File: src/rtl/stk_pkg.sv
package stk_pkg;

  localparam int DEPTH_DEF = 16;
  localparam int WORD_W    = 32;
  localparam int POS_W     = 16;
  localparam int CNT_OUT_W = 5;

  typedef enum logic [1:0] {
    OP_PUSH    = 2'd0,
    OP_EXTRACT = 2'd1,
    OP_READ    = 2'd2,
    OP_CLEAR   = 2'd3
  } op_t;

  typedef enum logic [1:0] {
    ST_OK      = 2'd0,
    ST_BAD_POS = 2'd1,
    ST_FULL    = 2'd2
  } status_t;

  typedef logic signed [WORD_W-1:0] word_t;

  typedef struct packed {
    op_t               opcode;
    word_t             push_value;
    logic [POS_W-1:0]  position;
  } in_t;

  typedef struct packed {
    word_t                 data_out;
    status_t               status;
    logic [CNT_OUT_W-1:0]  entry_count;
  } out_t;

  typedef struct packed {
    logic              push_en;
    logic              extract_en;
    logic [POS_W-1:0]  position;
  } cell_ctrl_t;

endpackage

File: src/rtl/stk_cell.sv
module stk_cell #(
  parameter int IDX = 0
) (
  input  logic               clk,
  input  stk_pkg::cell_ctrl_t ctrl,
  input  stk_pkg::word_t     above,
  input  stk_pkg::word_t     below,
  output stk_pkg::word_t     data,
  output stk_pkg::word_t     rd_data
);
  import stk_pkg::*;

  localparam logic [POS_W-1:0] SLOT_POS = POS_W'(IDX + 1);

  word_t data_r;
  word_t data_nxt;
  logic  at_or_below;

  assign at_or_below = ctrl.position <= SLOT_POS;

  always_comb begin
    data_nxt = data_r;
    if (ctrl.push_en) begin
      data_nxt = above;
    end else if (ctrl.extract_en && at_or_below) begin
      data_nxt = below;
    end
  end

  always_ff @(posedge clk) begin
    data_r <= data_nxt;
  end

  assign data    = data_r;
  assign rd_data = (ctrl.position == SLOT_POS) ? data_r : '0;

endmodule

File: src/rtl/stack_with_indexed_extract.sv
// Stack of signed 32-bit words held in a row of cells, top entry in the first
// cell. Start is accepted for every operation (push, extract at position, read
// at position, clear) whenever busy is low, and busy never rises, so a new
// transaction may follow in each cycle. The result appears on out_data with
// out_valid high for exactly the cycle after the accepting edge and must be
// taken then. All cells compare their slot with the position: a push shifts
// every cell down, an extract those at or below the position up, all in the
// same clock; the read value is an OR of the single matching cell's output.
// Positions count from 1 at the top; an extract or read outside 1..count and
// a push onto a full stack report an error and leave the stack unchanged.
module stack_with_indexed_extract #(
  parameter int DEPTH = stk_pkg::DEPTH_DEF
) (
  input  logic           clk,
  input  logic           rst_n,
  input  logic           start,
  output logic           busy,
  input  stk_pkg::in_t   in_data,
  output logic           out_valid,
  output stk_pkg::out_t  out_data
);
  import stk_pkg::*;

  localparam int CNT_W = $clog2(DEPTH + 1);

  logic [CNT_W-1:0] count_r;
  logic [CNT_W-1:0] count_nxt;
  logic             out_valid_r;
  out_t             out_r;
  out_t             out_nxt;

  word_t      cell_data [DEPTH];
  word_t      cell_rd   [DEPTH];
  word_t      rd_any;
  cell_ctrl_t ctrl;
  logic       accept;
  logic       full;
  logic       pos_ok;

  assign accept = start && !busy;
  assign busy   = 1'b0;
  assign full   = count_r == CNT_W'(DEPTH);
  assign pos_ok = (in_data.position != '0) &&
                  (in_data.position <= {{(POS_W-CNT_W){1'b0}}, count_r});

  assign ctrl.push_en    = accept && (in_data.opcode == OP_PUSH) && !full;
  assign ctrl.extract_en = accept && (in_data.opcode == OP_EXTRACT) && pos_ok;
  assign ctrl.position   = in_data.position;

  for (genvar i = 0; i < DEPTH; i++) begin : g_cell
    word_t above;
    word_t below;
    if (i == 0) begin : g_top
      assign above = in_data.push_value;
    end else begin : g_mid
      assign above = cell_data[i-1];
    end
    if (i == DEPTH - 1) begin : g_bot
      assign below = '0;
    end else begin : g_up
      assign below = cell_data[i+1];
    end
    stk_cell #(.IDX(i)) u_cell (
      .clk     (clk),
      .ctrl    (ctrl),
      .above   (above),
      .below   (below),
      .data    (cell_data[i]),
      .rd_data (cell_rd[i])
    );
  end

  always_comb begin
    rd_any = '0;
    for (int i = 0; i < DEPTH; i++) begin
      rd_any = rd_any | cell_rd[i];
    end
  end

  always_comb begin
    count_nxt            = count_r;
    out_nxt.data_out     = '0;
    out_nxt.status       = ST_OK;
    unique case (in_data.opcode)
      OP_PUSH: begin
        if (full) begin
          out_nxt.status = ST_FULL;
        end else begin
          count_nxt = count_r + 1'b1;
        end
      end
      OP_EXTRACT: begin
        if (pos_ok) begin
          out_nxt.data_out = rd_any;
          count_nxt        = count_r - 1'b1;
        end else begin
          out_nxt.status = ST_BAD_POS;
        end
      end
      OP_READ: begin
        if (pos_ok) begin
          out_nxt.data_out = rd_any;
        end else begin
          out_nxt.status = ST_BAD_POS;
        end
      end
      default: begin
        count_nxt = '0;
      end
    endcase
    out_nxt.entry_count = CNT_OUT_W'(count_nxt);
  end

  always_ff @(posedge clk) begin
    if (!rst_n) begin
      count_r     <= '0;
      out_valid_r <= 1'b0;
    end else begin
      out_valid_r <= accept;
      if (accept) begin
        count_r <= count_nxt;
      end
    end
  end

  always_ff @(posedge clk) begin
    if (accept) begin
      out_r <= out_nxt;
    end
  end

  assign out_valid = out_valid_r;
  assign out_data  = out_r;

  a_count_bound: assert property (@(posedge clk) disable iff (!rst_n)
    count_r <= CNT_W'(DEPTH))
    else $error("entry count above depth");

  a_result_follows: assert property (@(posedge clk) disable iff (!rst_n)
    accept |=> out_valid)
    else $error("transaction without result");

  a_no_stray_result: assert property (@(posedge clk) disable iff (!rst_n)
    !accept |=> !out_valid)
    else $error("result without transaction");

  a_full_holds: assert property (@(posedge clk) disable iff (!rst_n)
    out_valid && (out_data.status == ST_FULL) |-> count_r == CNT_W'(DEPTH))
    else $error("full reported below depth");

  a_extract_pops: assert property (@(posedge clk) disable iff (!rst_n)
    ctrl.extract_en |=> count_r == $past(count_r) - 1'b1)
    else $error("extract did not lower the count");

endmodule

File: config.mk
export PLATFORM = sky130hd
export DESIGN_NAME = stack_with_indexed_extract
export DESIGN_NICKNAME = d
export VERILOG_FILES = /design/src/rtl/stk_pkg.sv /design/src/rtl/stk_cell.sv /design/src/rtl/stack_with_indexed_extract.sv
export SDC_FILE = /design/constraint.sdc
export NUM_CORES = 1
export LEC_CHECK = 0
export BUFFER_PORTS_ARGS = -buffer_cell sky130_fd_sc_hd__clkbuf_2
export CAP_MARGIN = 20
export CORE_MARGIN = 2
export CORE_UTILIZATION = 52
export DETAILED_ROUTE_END_ITERATION = 16
export HOLD_SLACK_MARGIN = 0.03
export PLACE_DENSITY = 0.69
export SLEW_MARGIN = 20
export SYNTH_ARGS = -nofsm -noshare
export SYNTH_HDL_FRONTEND = slang
export SYNTH_SLANG_ARGS = --single-unit
File: constraint.sdc
create_clock -name clk -period 13.1 [get_ports clk]
set_input_delay 1.31 -clock clk [delete_from_list [all_inputs] [get_ports clk]]
set_output_delay 1.31 -clock clk [all_outputs]
set_load 0.05 [all_outputs]
### Word-level counts from Yosys, hierarchy flattened

Index checks and enable logic that the tools add are counted.

| word-level totals | value |
|---|---|
| logic and storage cells | 170 |
| memory bits (read-only) | 0 |
| input port bits | 53 |
| bits in latches | 0 |
| memories kept | 0 |
| register bits | 557 |
| output and inout bits | 41 |
| bits in writable memories | 0 |

| cells by class | value |
|---|---|
| $add $sub $neg | 2 |
| reductions and logical operators | 42 |
| $lt $le $gt $ge | 17 |
| multiplexer cells | 54 |
| equal/unequal tests | 19 |
| $mul | 0 |
| bitwise logic cells | 15 |
| div/mod/pow operators | 0 |
| shift operators | 0 |

Operator list:

| cell | number |
|---|---|
| 32-bit 2-to-1 mux | 48 |
| 32-bit bitwise OR | 15 |
| 16-bit by 4-bit == test with 1-bit output, second input constant | 8 |
| 16-bit by 4-bit <= comparator with 1-bit output, second input constant | 8 |
| 16-bit by 3-bit == test with 1-bit output, second input constant | 4 |
| 16-bit by 3-bit <= comparator with 1-bit output, second input constant | 4 |
| 16-bit by 2-bit == test with 1-bit output, second input constant | 2 |
| 16-bit by 2-bit <= comparator with 1-bit output, second input constant | 2 |
| 2-bit nonzero test | 16 |
| 1-bit logical AND | 21 |
| 16-bit by 1-bit == test with 1-bit output, second input constant | 1 |
| 16-bit by 5-bit == test with 1-bit output, second input constant | 1 |
| 16-bit by 1-bit <= comparator with 1-bit output, second input constant | 1 |
| 16-bit by 5-bit <= comparator with 1-bit output | 1 |
| 16-bit by 5-bit <= comparator with 1-bit output, second input constant | 1 |
| 16-bit nonzero test | 1 |
| 5-bit case mux with 3 select lines | 1 |
| 5-bit 2-to-1 mux | 2 |
| 5-bit by 1-bit adder with 5-bit output, second input constant | 1 |
| 5-bit == test, second input constant | 1 |
| 5-bit by 1-bit subtractor with 5-bit output, second input constant | 1 |
| 2-bit case mux with 2 select lines | 1 |
| 2-bit by 1-bit == test with 1-bit output, second input constant | 1 |
| 2-bit == test, second input constant | 1 |
| other kinds (6) | 6 |

### Depth between registers and ports, before layout

Gate-level depths: netlist (run 1).

| logic depth | value |
|---|---|
| depth after elaboration | 17 |
| depth in mapped cells | 11 |
| depth with buffers taken out | 8 |

### Hierarchy

From an unflattened synthesis (run 1), not the netlist that was laid out.

| second synthesis, totals | value |
|---|---|
| cells, all modules | 2406 |
| area, all modules | 31955.6 um^2 |

Modules (own cells, without submodules):

| module | sequential area each (um^2) | times used | area each (um^2) | cells an instance |
|---|---|---|---|---|
| stk_cell at g_cell[0].u_cell ... | 960.9 | 2 | 1657.8 | 111 |
| stack_with_indexed_extract | 1291.2 | 1 | 3299.4 | 360 |
| stk_cell at g_cell[6].u_cell | 960.9 | 1 | 2003.2 | 154 |
| stk_cell at g_cell[5].u_cell | 960.9 | 1 | 1935.6 | 147 |
| stk_cell at g_cell[4].u_cell | 960.9 | 1 | 1934.4 | 147 |
| stk_cell at g_cell[3].u_cell | 960.9 | 1 | 1918.1 | 148 |
| stk_cell at g_cell[15].u_cell | 960.9 | 1 | 1915.6 | 147 |
| stk_cell at g_cell[7].u_cell | 960.9 | 1 | 1914.3 | 147 |
| stk_cell at g_cell[1].u_cell | 960.9 | 1 | 1883.1 | 147 |
| stk_cell at g_cell[13].u_cell | 960.9 | 1 | 1875.5 | 116 |
| stk_cell at g_cell[9].u_cell | 960.9 | 1 | 1669.1 | 113 |
| stk_cell at g_cell[11].u_cell | 960.9 | 1 | 1664.1 | 112 |
| stk_cell at g_cell[8].u_cell | 960.9 | 1 | 1661.6 | 112 |
| stk_cell at g_cell[10].u_cell | 960.9 | 1 | 1657.8 | 112 |
| 2 more rows | - | - | - | - |

### Least setup slack after synthesis (run 1)

OpenSTA, ideal clock, no wires.

| timing path | value |
|---|---|
| path kind | input to register |
| start point | input port in_data[11] (netlist bit) |
| end point | register g_cell[5].u_cell.data_r[0], enable pin |
| data arrival time | 5.480 ns |
| buffers on the path | 1 |
| stages on the path | 7 |
| setup slack | 7.154 ns |
| cell sequence | or4_4 or2_1 or4_4 nor3_4 buf_6 nand3_1 o21ai_0 |

| between the ends | value |
|---|---|
| longest elaborated chain between the ends | 5 |
| elaborated cells on any way between the ends | 7 |

RTL lines:

| item | line | source |
|---|---|---|
| start: declaration | stack_with_indexed_extract.sv:18 | `input stk_pkg::in_t in_data,` |
| 16-bit by 5-bit <= comparator with 1-bit output or 16-bit nonzero test (tied branches) | stack_with_indexed_extract.sv:44, stack_with_indexed_extract.sv:43 |  |
| 1-bit logical AND | stack_with_indexed_extract.sv:43 | `assign pos_ok = (in_data.position != '0) &&` |
| 1-bit logical AND | stack_with_indexed_extract.sv:47 | `assign ctrl.extract_en = accept && (in_data.opcode == OP_EXTRACT) && pos_ok;` |
| 1-bit logical AND (*) | stk_cell.sv:25 | `end else if (ctrl.extract_en && at_or_below) begin` |
| 2-bit nonzero test (no line) (*) | - |  |
| end signal: assignment | stk_cell.sv:31 | `data_r <= data_nxt;` |
| end: declaration | stk_cell.sv:15 | `word_t data_r;` |

Mark *: on every way between the ends. The rest lies on a longest branch, timed or not.
A chain may end at the register's enable or synchronous reset.

### Final worst setup path (run 1)

| timing path | value |
|---|---|
| start point | input port in_data[11] (netlist bit) |
| end point | register g_cell[5].u_cell.data_r[30], enable pin |

The elaborated chain is that of the path after synthesis.

==> summary.md, run 1 <==
| Metric | Value |
|---|---|
| Post-cts resize count | 0 |
| Async S/R FF share, synth | 0 |
| Mapped Cells | between 2k and 3k |
| H-tree Lvls | 2 |
| RSZ-0062 raised after global routing | no |
| Reg2reg path depth | 9 |
| PD cells | between 100 and 150 nW/um2 |
| Power, Total | 3.99 mW |
| Synth Area per Inst | 9.94 um2 |
| Setup slack, reg-to-reg | 8.32 ns |
| Worst Path Required | 13.36 ns |
| Routed via count | ~22k |
| Final Max Tran Viols | 0 |
| DR iter-0 viols | 3700 |
| Cell area after synthesis | 26900 um2 |
| Hold Path Cell Cnt | 2 |
| CTS buffer count | ~60 |
| Setup Viol. Count Final | 0 |
| CP endpoint kind | flop |
| Worst Path Arrival | 5.68 ns |
| Share of layout cells above drive strength 1 | 0.105 |
| DRC errors left | 0 |
| Synthesis-to-finish area growth | 12.3% |
| Clock Path Buffers | 3 |
| CTS tree | done |
| Largest net degree at the start of global routing | 199 |
| Status | completed |
| DIE AREA | 53700 um2 |
| Hold Path Sink | g_cell[14].u_cell.data[18] |
| Hold WC Path Type | flop to flop |
| Filler cell count | 4259 |
| Antenna viol nets, final | 0 |
| Global route overflow | 0 |
| Core area | 51300 um2 |
| Max Clock Skew | 0.0172 ns |
| LEAKAGE | 12.1 nW |
| Crit path max fanout | 31 |
| Drt pass-1 iters | 8 |
| Antenna violations before repair | 2 |
| Via-per-instance ratio | 6.31 |
| All-Layer GR Usage | 0.325 |
| Synth Warn # | 0 |
| Global-route wire length before repair | between 100 and 150 mm |
| DP Wirelength | ~51 mm |
| Crit Path Category | input port to flop |
| Die height | between 200 and 250 um |
| CTS clock-pin slew for the worst setup and hold paths | 0.06 ns |
| Post-Syn Nets | approximately 2.8k |
| Sequential share of the synthesized area | 0.619 |
| Hold_sp | g_cell[15].u_cell.data[18] |
| Final Wtd Congestion | slightly above 0.9 |
| Ports | between 90 and 100 |
| # hold bufs at CTS | 0 |
| Worst-Skew Late Latency | 0.63 ns |
| Max Cap Viol | 0 |
| Chip width | 232 um |
| Setup total negative slack | 0 ns |
| Reg-to-reg startpoint | count_r[0] |
| Number of synthesized register bits | 557 |
| Total wire length | 87.6 mm |
| Worst vdd ir | 0.117 mV |
| Number of synthesized flops with an enable pin | 551 |
| Vias in the first global route | 20.5k |
| Cell variety after synth | 57 |
| Minimum clock period | between 5 and 6 ns |
| Final Hold Viols | 0 |
| Final #Nets | 2807 |
| Highest clock rate | 184 MHz |
| Drt wl/cell | 25.2 um |
| Startpoint Class | input port |
| Setup bufs post-CTS | 0 |
| Least-Margin Pin Slew | 1.24 ns |
| FP Rows | 83 |
| R2R Path End | g_cell[0].u_cell.data[13] |
| Initial Util | 0.525 |
| Max_slew headroom | 0.168 |
| Tcrit/Tclk final | 0.414 |
| Port-buffer cells | between 90 and 100 |
| Clk sink count | approximately 560 |
| Clock root buffer | clkbuf_16 |
| Most common flop cell mapped by yosys | edfxtp_1 |
[synthesized netlist by cell type, types with 8 or more instances]
master,instances,area share
buf_2,21,0.0039
and4_1,14,0.0046
a22o_1,47,0.015
nor4_2,10,0.0046
a221oi_1,58,0.019
and2_1,34,0.0079
inv_1,11,0.0015
o21ai_0,20,0.0037
nor4_1,14,0.0033
a22oi_1,51,0.014
a41oi_1,9,0.0029
clkbuf_1,151,0.021
a21oi_1,8,0.0015
and3_1,15,0.0035
edfxtp_1,551,0.61
nor2_1,18,0.0025
nand3_1,12,0.0022
ha_1,11,0.0051
a222oi_1,62,0.023
nor4_4,8,0.0063
a31oi_1,25,0.0058
nand2_1,1481,0.21
[cells by family after synthesis]
kind of cell | count (synthesis) | synth area share
AO/OA/AOI/OAI | 299 | 0.0912
XOR/XNOR | 3 | 0.000975
adder cells (fa/ha/maj) | 11 | 0.00511
buffers and inverters | 188 | 0.0281
flip-flops | 557 | 0.619
multiplexers | 5 | 0.00195
other | 1 | 0.000139
AND/OR/NAND/NOR | 1647 | 0.254
[where the power goes]
group | internal [mW] | switching (mW) | total (mW)
registers | 2.02 | 0.0426 | 2.06
logic | 0.0582 | 0.166 | 0.225
clock network | 0.981 | 0.722 | 1.70
total | 3.06 | 0.931 | 3.99
[registers in the layout (all words and copies together) (netlist names)]
| name | count |
|---|---|
| g_cell.u_cell.data | 512 |
| out_data | 39 |
| out_valid | 1 |
| count_r | 5 |
[how the worst max path moves through the flow]
stage | startpoint | end | slack [ns] | cells after the start
2_1_floorplan | in_data[11] | g_cell[5].u_cell.data[0] | 7.15 | 7
3_3_place_gp | in_data[11] | g_cell[5].u_cell.data[22] | 7.21 | 8
3_5_place_dp | in_data[11] | g_cell[5].u_cell.data[26] | 7.13 | 8
4_1_cts | in_data[11] | g_cell[5].u_cell.data[30] | 7.78 | 8
5_1_grt | in_data[11] | g_cell[5].u_cell.data[23] | 7.53 | 8
6_report | in_data[11] | g_cell[5].u_cell.data[30] | 7.68 | 8
[stage by stage]
stage | utilization | cell area, um2 | instances | hold slack, ns | setup WS, ns
global placement | 0.551 | 28300 | 3361 | 0.523 | 7.21
detailed placement | 0.552 | 28300 | 3362 | 0.535 | 7.13
finish | 0.590 | 30300 | 3471 | 0.551 | 7.68
floorplan | - | 26900 | 2711 | 0.509 | 7.15
CTS | 0.589 | 30200 | 3470 | 0.551 | 7.78
global route | 0.590 | 30300 | 3470 | 0.579 | 7.53
[layer usage]
metal,global-route usage,wire [um]
met5,0,13
met4,0.157,5130
met3,0.0967,12800
met2,0.472,37100
met1,0.447,32400
[cells in the final DEF (no fill, tap or decap), drive strengths merged, types with 15 or more instances in the layout]
cell | netlist | layout
nor4 | 32 | 32
a221oi | 58 | 58
edfxtp | 551 | 551
nor2 | 18 | 18
a22o | 47 | 47
a22oi | 51 | 51
clkbuf | 151 | 158
buf | 26 | 57
o21ai | 20 | 20
and2 | 34 | 34
nand2 | 1481 | 1481
a222oi | 62 | 62
and3 | 15 | 15
clkinv | 0 | 29
a31oi | 25 | 25
[critical path: stages]
cell      delay (ns)
clkbuf_2        0.08
or4_4           0.84
or2_1           0.42
or4_4           0.47
nor3_4          0.63
nand3_1         0.55
o21ai_4         0.78
buf_4           0.56
[final cells by class]
class	count	area, um2	area share
Multi-Input combinational cell	1966	9840	0.325
Tap cell	680	851	0.0281
Clock buffer	67	1510	0.0498
Antenna cell	1	2.50	0.0000827
Sequential cell	557	16700	0.551
Clock inverter	41	423	0.0140
Inverter	11	41.3	0.00136
Timing Repair Buffer	148	930	0.0307
No activity file was read; power rests on OpenSTA's default activity.
==> run 2: changes to the inputs <==
- ABC_AREA: not set -> 1
- clock period: 13.1 -> 5.55 ns (I/O delays scaled with it)
==> summary.md, run 2 <==
| Metric | Value |
|---|---|
| Status | completed (unchanged) |
| WP depth | 10 (was 8) |
| Max reg flops | 512 (unchanged) |
| Clk pwr share | 0.419 (was 0.427) |
| Synth Area per Inst | 9.08 um2 (was 9.94 um2) |
| Number of synthesized flops with an enable pin | 551 (unchanged) |
| LEAKAGE | 12.9 nW (was 12.1 nW) |
| Hold Path Cell Cnt | 3 (was 2) |
| DRC errors left | 0 (unchanged) |
| Setup bufs post-CTS | 0 (unchanged) |
| Tcrit/Tclk final | 0.666 |
| Most common cell after layout, fill and taps aside | nand2_1 (unchanged) |
| Reg2reg path depth | 10 (was 9) |
| Port-buffer cells | 92 (unchanged) |
| Global-route wire length before repair | 127 mm (was 130 mm) |
| Initial Util | 0.523 (was 0.525) |
| Place WS | 1.69 ns (was 7.13 ns) |
| Filler cell count | 4644 (was 4259) |
| Largest net degree at the start of global routing | 259 (was 199) |
| Comb pwr share | 0.060 (was 0.056) |
| Share of layout cells above drive strength 1 | 0.0834 (was 0.105) |
| Worst vdd ir | 0.281 mV (was 0.117 mV) |
| Most frequent cell after synthesis | nand2_1 (unchanged) |
| Final Wtd Congestion | 0.893 (was 0.907) |
| PD cells | 306 nW/um2 (was 132 nW/um2) |
| Crit-path cells | inv_1 > ha_1 > nand3_1 > nor2_1 > inv_1 > nand2_4 > inv_6 > nor3_1 > nor2_4 > buf_4 (was clkbuf_2 > or4_4 > or2_1 > or4_4 > nor3_4 > nand3_1 > o21ai_4 > buf_4) |
| Routed via count | 22.0k (was 21.9k) |
| Cell variety after synth | 35 (was 57) |
| All-Layer GR Usage | 0.315 (was 0.325) |
| Setup Viol. Count Final | 0 (unchanged) |
| Drt pass-1 iters | 7 (was 8) |
| Clock root buffer | clkbuf_16 (unchanged) |
| Antenna viol nets, final | 0 (unchanged) |
| Clock Path Buffers | 3 (unchanged) |
| Post-Syn Nets | 3077 (was 2775) |
| Minimum clock period | between 3 and 4 ns |
| Highest clock rate | roughly 270 MHz |
| H-tree Lvls | 2 (unchanged) |
| CP endpoint kind | flop (unchanged) |
| Max Clock Skew | 0.0396 ns (was 0.0172 ns) |
| Least-Margin Pin Slew | 1.08 ns (was 1.24 ns) |
| FF/Latch Area | 16700 um2 (unchanged) |
| Number of synthesized register bits | 557 (unchanged) |
| Internal | 7.14 mW (was 3.06 mW) |
| Setup total negative slack | 0 ns (unchanged) |
| Post-cts resize count | 0 (unchanged) |
| Die height | 233 um (was 232 um) |
| Synthesis-to-finish area growth | 11.1% (was 12.3%) |
| Crit path max fanout | 68 (was 31) |
| Hold WC Path Type | input port to flop (was flop to flop) |
| Commonest cells after routing, fill and taps aside | nand2_1, edfxtp_1, o21ai_0, inv_1, nor2_1 (was nand2_1, edfxtp_1, clkbuf_2, a222oi_1, clkbuf_16) |
| CTS clock-pin slew for the worst setup and hold paths | 0.06 ns (about the same) |
| Slowest CP cell | nor2_4 (was or4_4) |
| DIE AREA | 54500 um2 (was 53700 um2) |
| DR iter-0 viols | 3453 (was 3700) |
| Mapped Cells | 3013 (was 2711) |
| Max_slew headroom | 0.275 (was 0.168) |
| Chip width | 233 um (was 232 um) |
| Core area | 52300 um2 (was 51300 um2) |
| Net Switching | 2.17 mW (was 0.931 mW) |
| Largest delay share family, worst path | simple AND/OR/NAND/NOR gates (unchanged) |
| Most numerous cell on the critical path | inv_1 (was or4_4) |
| Post-synth top area cell | edfxtp_1 (unchanged) |
| Global route overflow | 0 (unchanged) |
| Startpoint Class | flop (was input port) |
| Final worst slack | 1.85 ns (was 7.68 ns) |
| Area occupied by multi-input gates | 8400 um2 (was 9840 um2) |
| Vias in the first global route | 20.9k (was 20.5k) |
| Top cell type's share of synthesized area | 0.604 (was 0.614) |
| Sequential share of the synthesized area | 0.609 (was 0.619) |
| FP Rows | 84 (was 83) |
| Synth area leaders | edfxtp_1, nand2_1, o21ai_0, inv_1, nor2_1 (was edfxtp_1, nand2_1, a222oi_1, clkbuf_1, a221oi_1) |
| Sequential share of power | 0.521 (was 0.517) |
| CTS buffer count | 56 (was 59) |
| Worst Path Required | 5.82 ns (was 13.36 ns) |
| Max Cap Viol | 0 (unchanged) |
| Final Max Tran Viols | 0 (unchanged) |
| Most common flop cell mapped by yosys | edfxtp_1 (unchanged) |
| Final #Nets | 3112 (was 2807) |
| Total wire length | 85.6 mm (was 87.6 mm) |
| Via-per-instance ratio | 5.83 (was 6.31) |
| Worst Path Arrival | 3.97 ns (was 5.68 ns) |
| Synth Warn # | 0 (unchanged) |
| Ports | 94 (unchanged) |
| Crit Path Category | flop to flop (was input port to flop) |
| RSZ-0062 raised after global routing | no (unchanged) |
| Drt wl/cell | 22.6 um (was 25.2 um) |
| DP Wirelength | 51.7 mm (was 50.5 mm) |
| # hold bufs at CTS | 0 (unchanged) |
| CP Buf/Inv Count | 4 (was 2) |
| Post-synth top cells | nand2_1, edfxtp_1, o21ai_0, inv_1, nor2_1 (was nand2_1, edfxtp_1, clkbuf_1, a222oi_1, a221oi_1) |
| Antenna violations before repair | 4 (was 2) |
| Cell area after synthesis | 27400 um2 (was 26900 um2) |
| Worst-Skew Late Latency | 0.63 ns (about the same) |
| Final Hold Viols | 0 (unchanged) |
| Sw frac | 0.233 (about the same) |
| CTS tree | done (unchanged) |
| Async S/R FF share, synth | 0 (unchanged) |
| Clk sink count | 557 (unchanged) |
| Slowest stage delay, CP | 0.73 ns (was 0.84 ns) |
## run 2: power groups by stage
stage / Sequential [mW] / Combinational, mW / Clock (mW)
after global placement: 4.93 / 0.534 / 0
after detailed placement: 4.93 / 0.549 / 0
after global routing: 4.86 / 0.619 / 4.07
after CTS: 4.84 / 0.550 / 3.92
final: 4.85 / 0.561 / 3.90
after floorplan: 4.96 / 0.314 / 0
## run 2: path summary, 6_finish.rpt
check / slack (ns) / end / from
setup reg to reg: 1.85 / g_cell[3].u_cell.data[28] / count_r[0]
hold reg to reg: 0.54 / g_cell[7].u_cell.data[16] / g_cell[8].u_cell.data[16]
setup / recovery: 1.85 / g_cell[3].u_cell.data[28] / count_r[0]
hold / removal: 0.21 / g_cell[0].u_cell.data[4] / in_data[20]
## run 2: cell type report
class,count,area share
Tap cell,688,0.0283
Timing Repair Buffer,134,0.0278
Inverter,477,0.0590
Antenna cell,1,0.0000823
Clock buffer,67,0.0474
Multi-Input combinational cell,1822,0.276
Sequential cell,557,0.548
Clock inverter,35,0.0130
## run 2: cells by family (layout without fill, tap and decap cells)
kind of cell / count (synthesis) / count (layout) / share of synthesized area
AO/OA/AOI/OAI: 730 / 730 / 0.140
AND/OR/NAND/NOR: 1076 / 1076 / 0.154
flip-flops: 557 / 557 / 0.609
buffers and inverters: 634 / 713 / 0.0912
XOR/XNOR: 4 / 4 / 0.00128
other: 1 / 2 / 0.000137
adder cells (fa/ha/maj): 11 / 11 / 0.00503
## run 2: worst register-to-register path: cells and delay by family (launching register included)
family                     cells  cell delay, ns
and+or+nand+nor                5            1.38
DFF                            1            0.50
adders and majority gates      1            0.25
buffers and inverters          4            1.24
## run 2: stage by stage
step | instance area (um2) | cells | power [mW] | hold slack (ns) | utilization
floorplan | 27400 | 3013 | 5.28 | 0.513 | -
global placement | 28500 | 3676 | 5.46 | 0.535 | 0.545
detailed placement | 28500 | 3677 | 5.48 | 0.544 | 0.545
CTS | 30400 | 3779 | 9.32 | 0.191 | 0.580
global route | 30400 | 3780 | 9.55 | 0.216 | 0.581
finish | 30400 | 3781 | 9.30 | 0.208 | 0.581
## run 2: routing by layer
metal / up-vias / GRT usage / wire length, um
met5: - / 0 / 22
met4: 4 / 0.107 / 3230
met3: 198 / 0.0636 / 10400
met2: 1439 / 0.478 / 37500
met1: 10300 / 0.455 / 34400
li1: 10100 / - / -
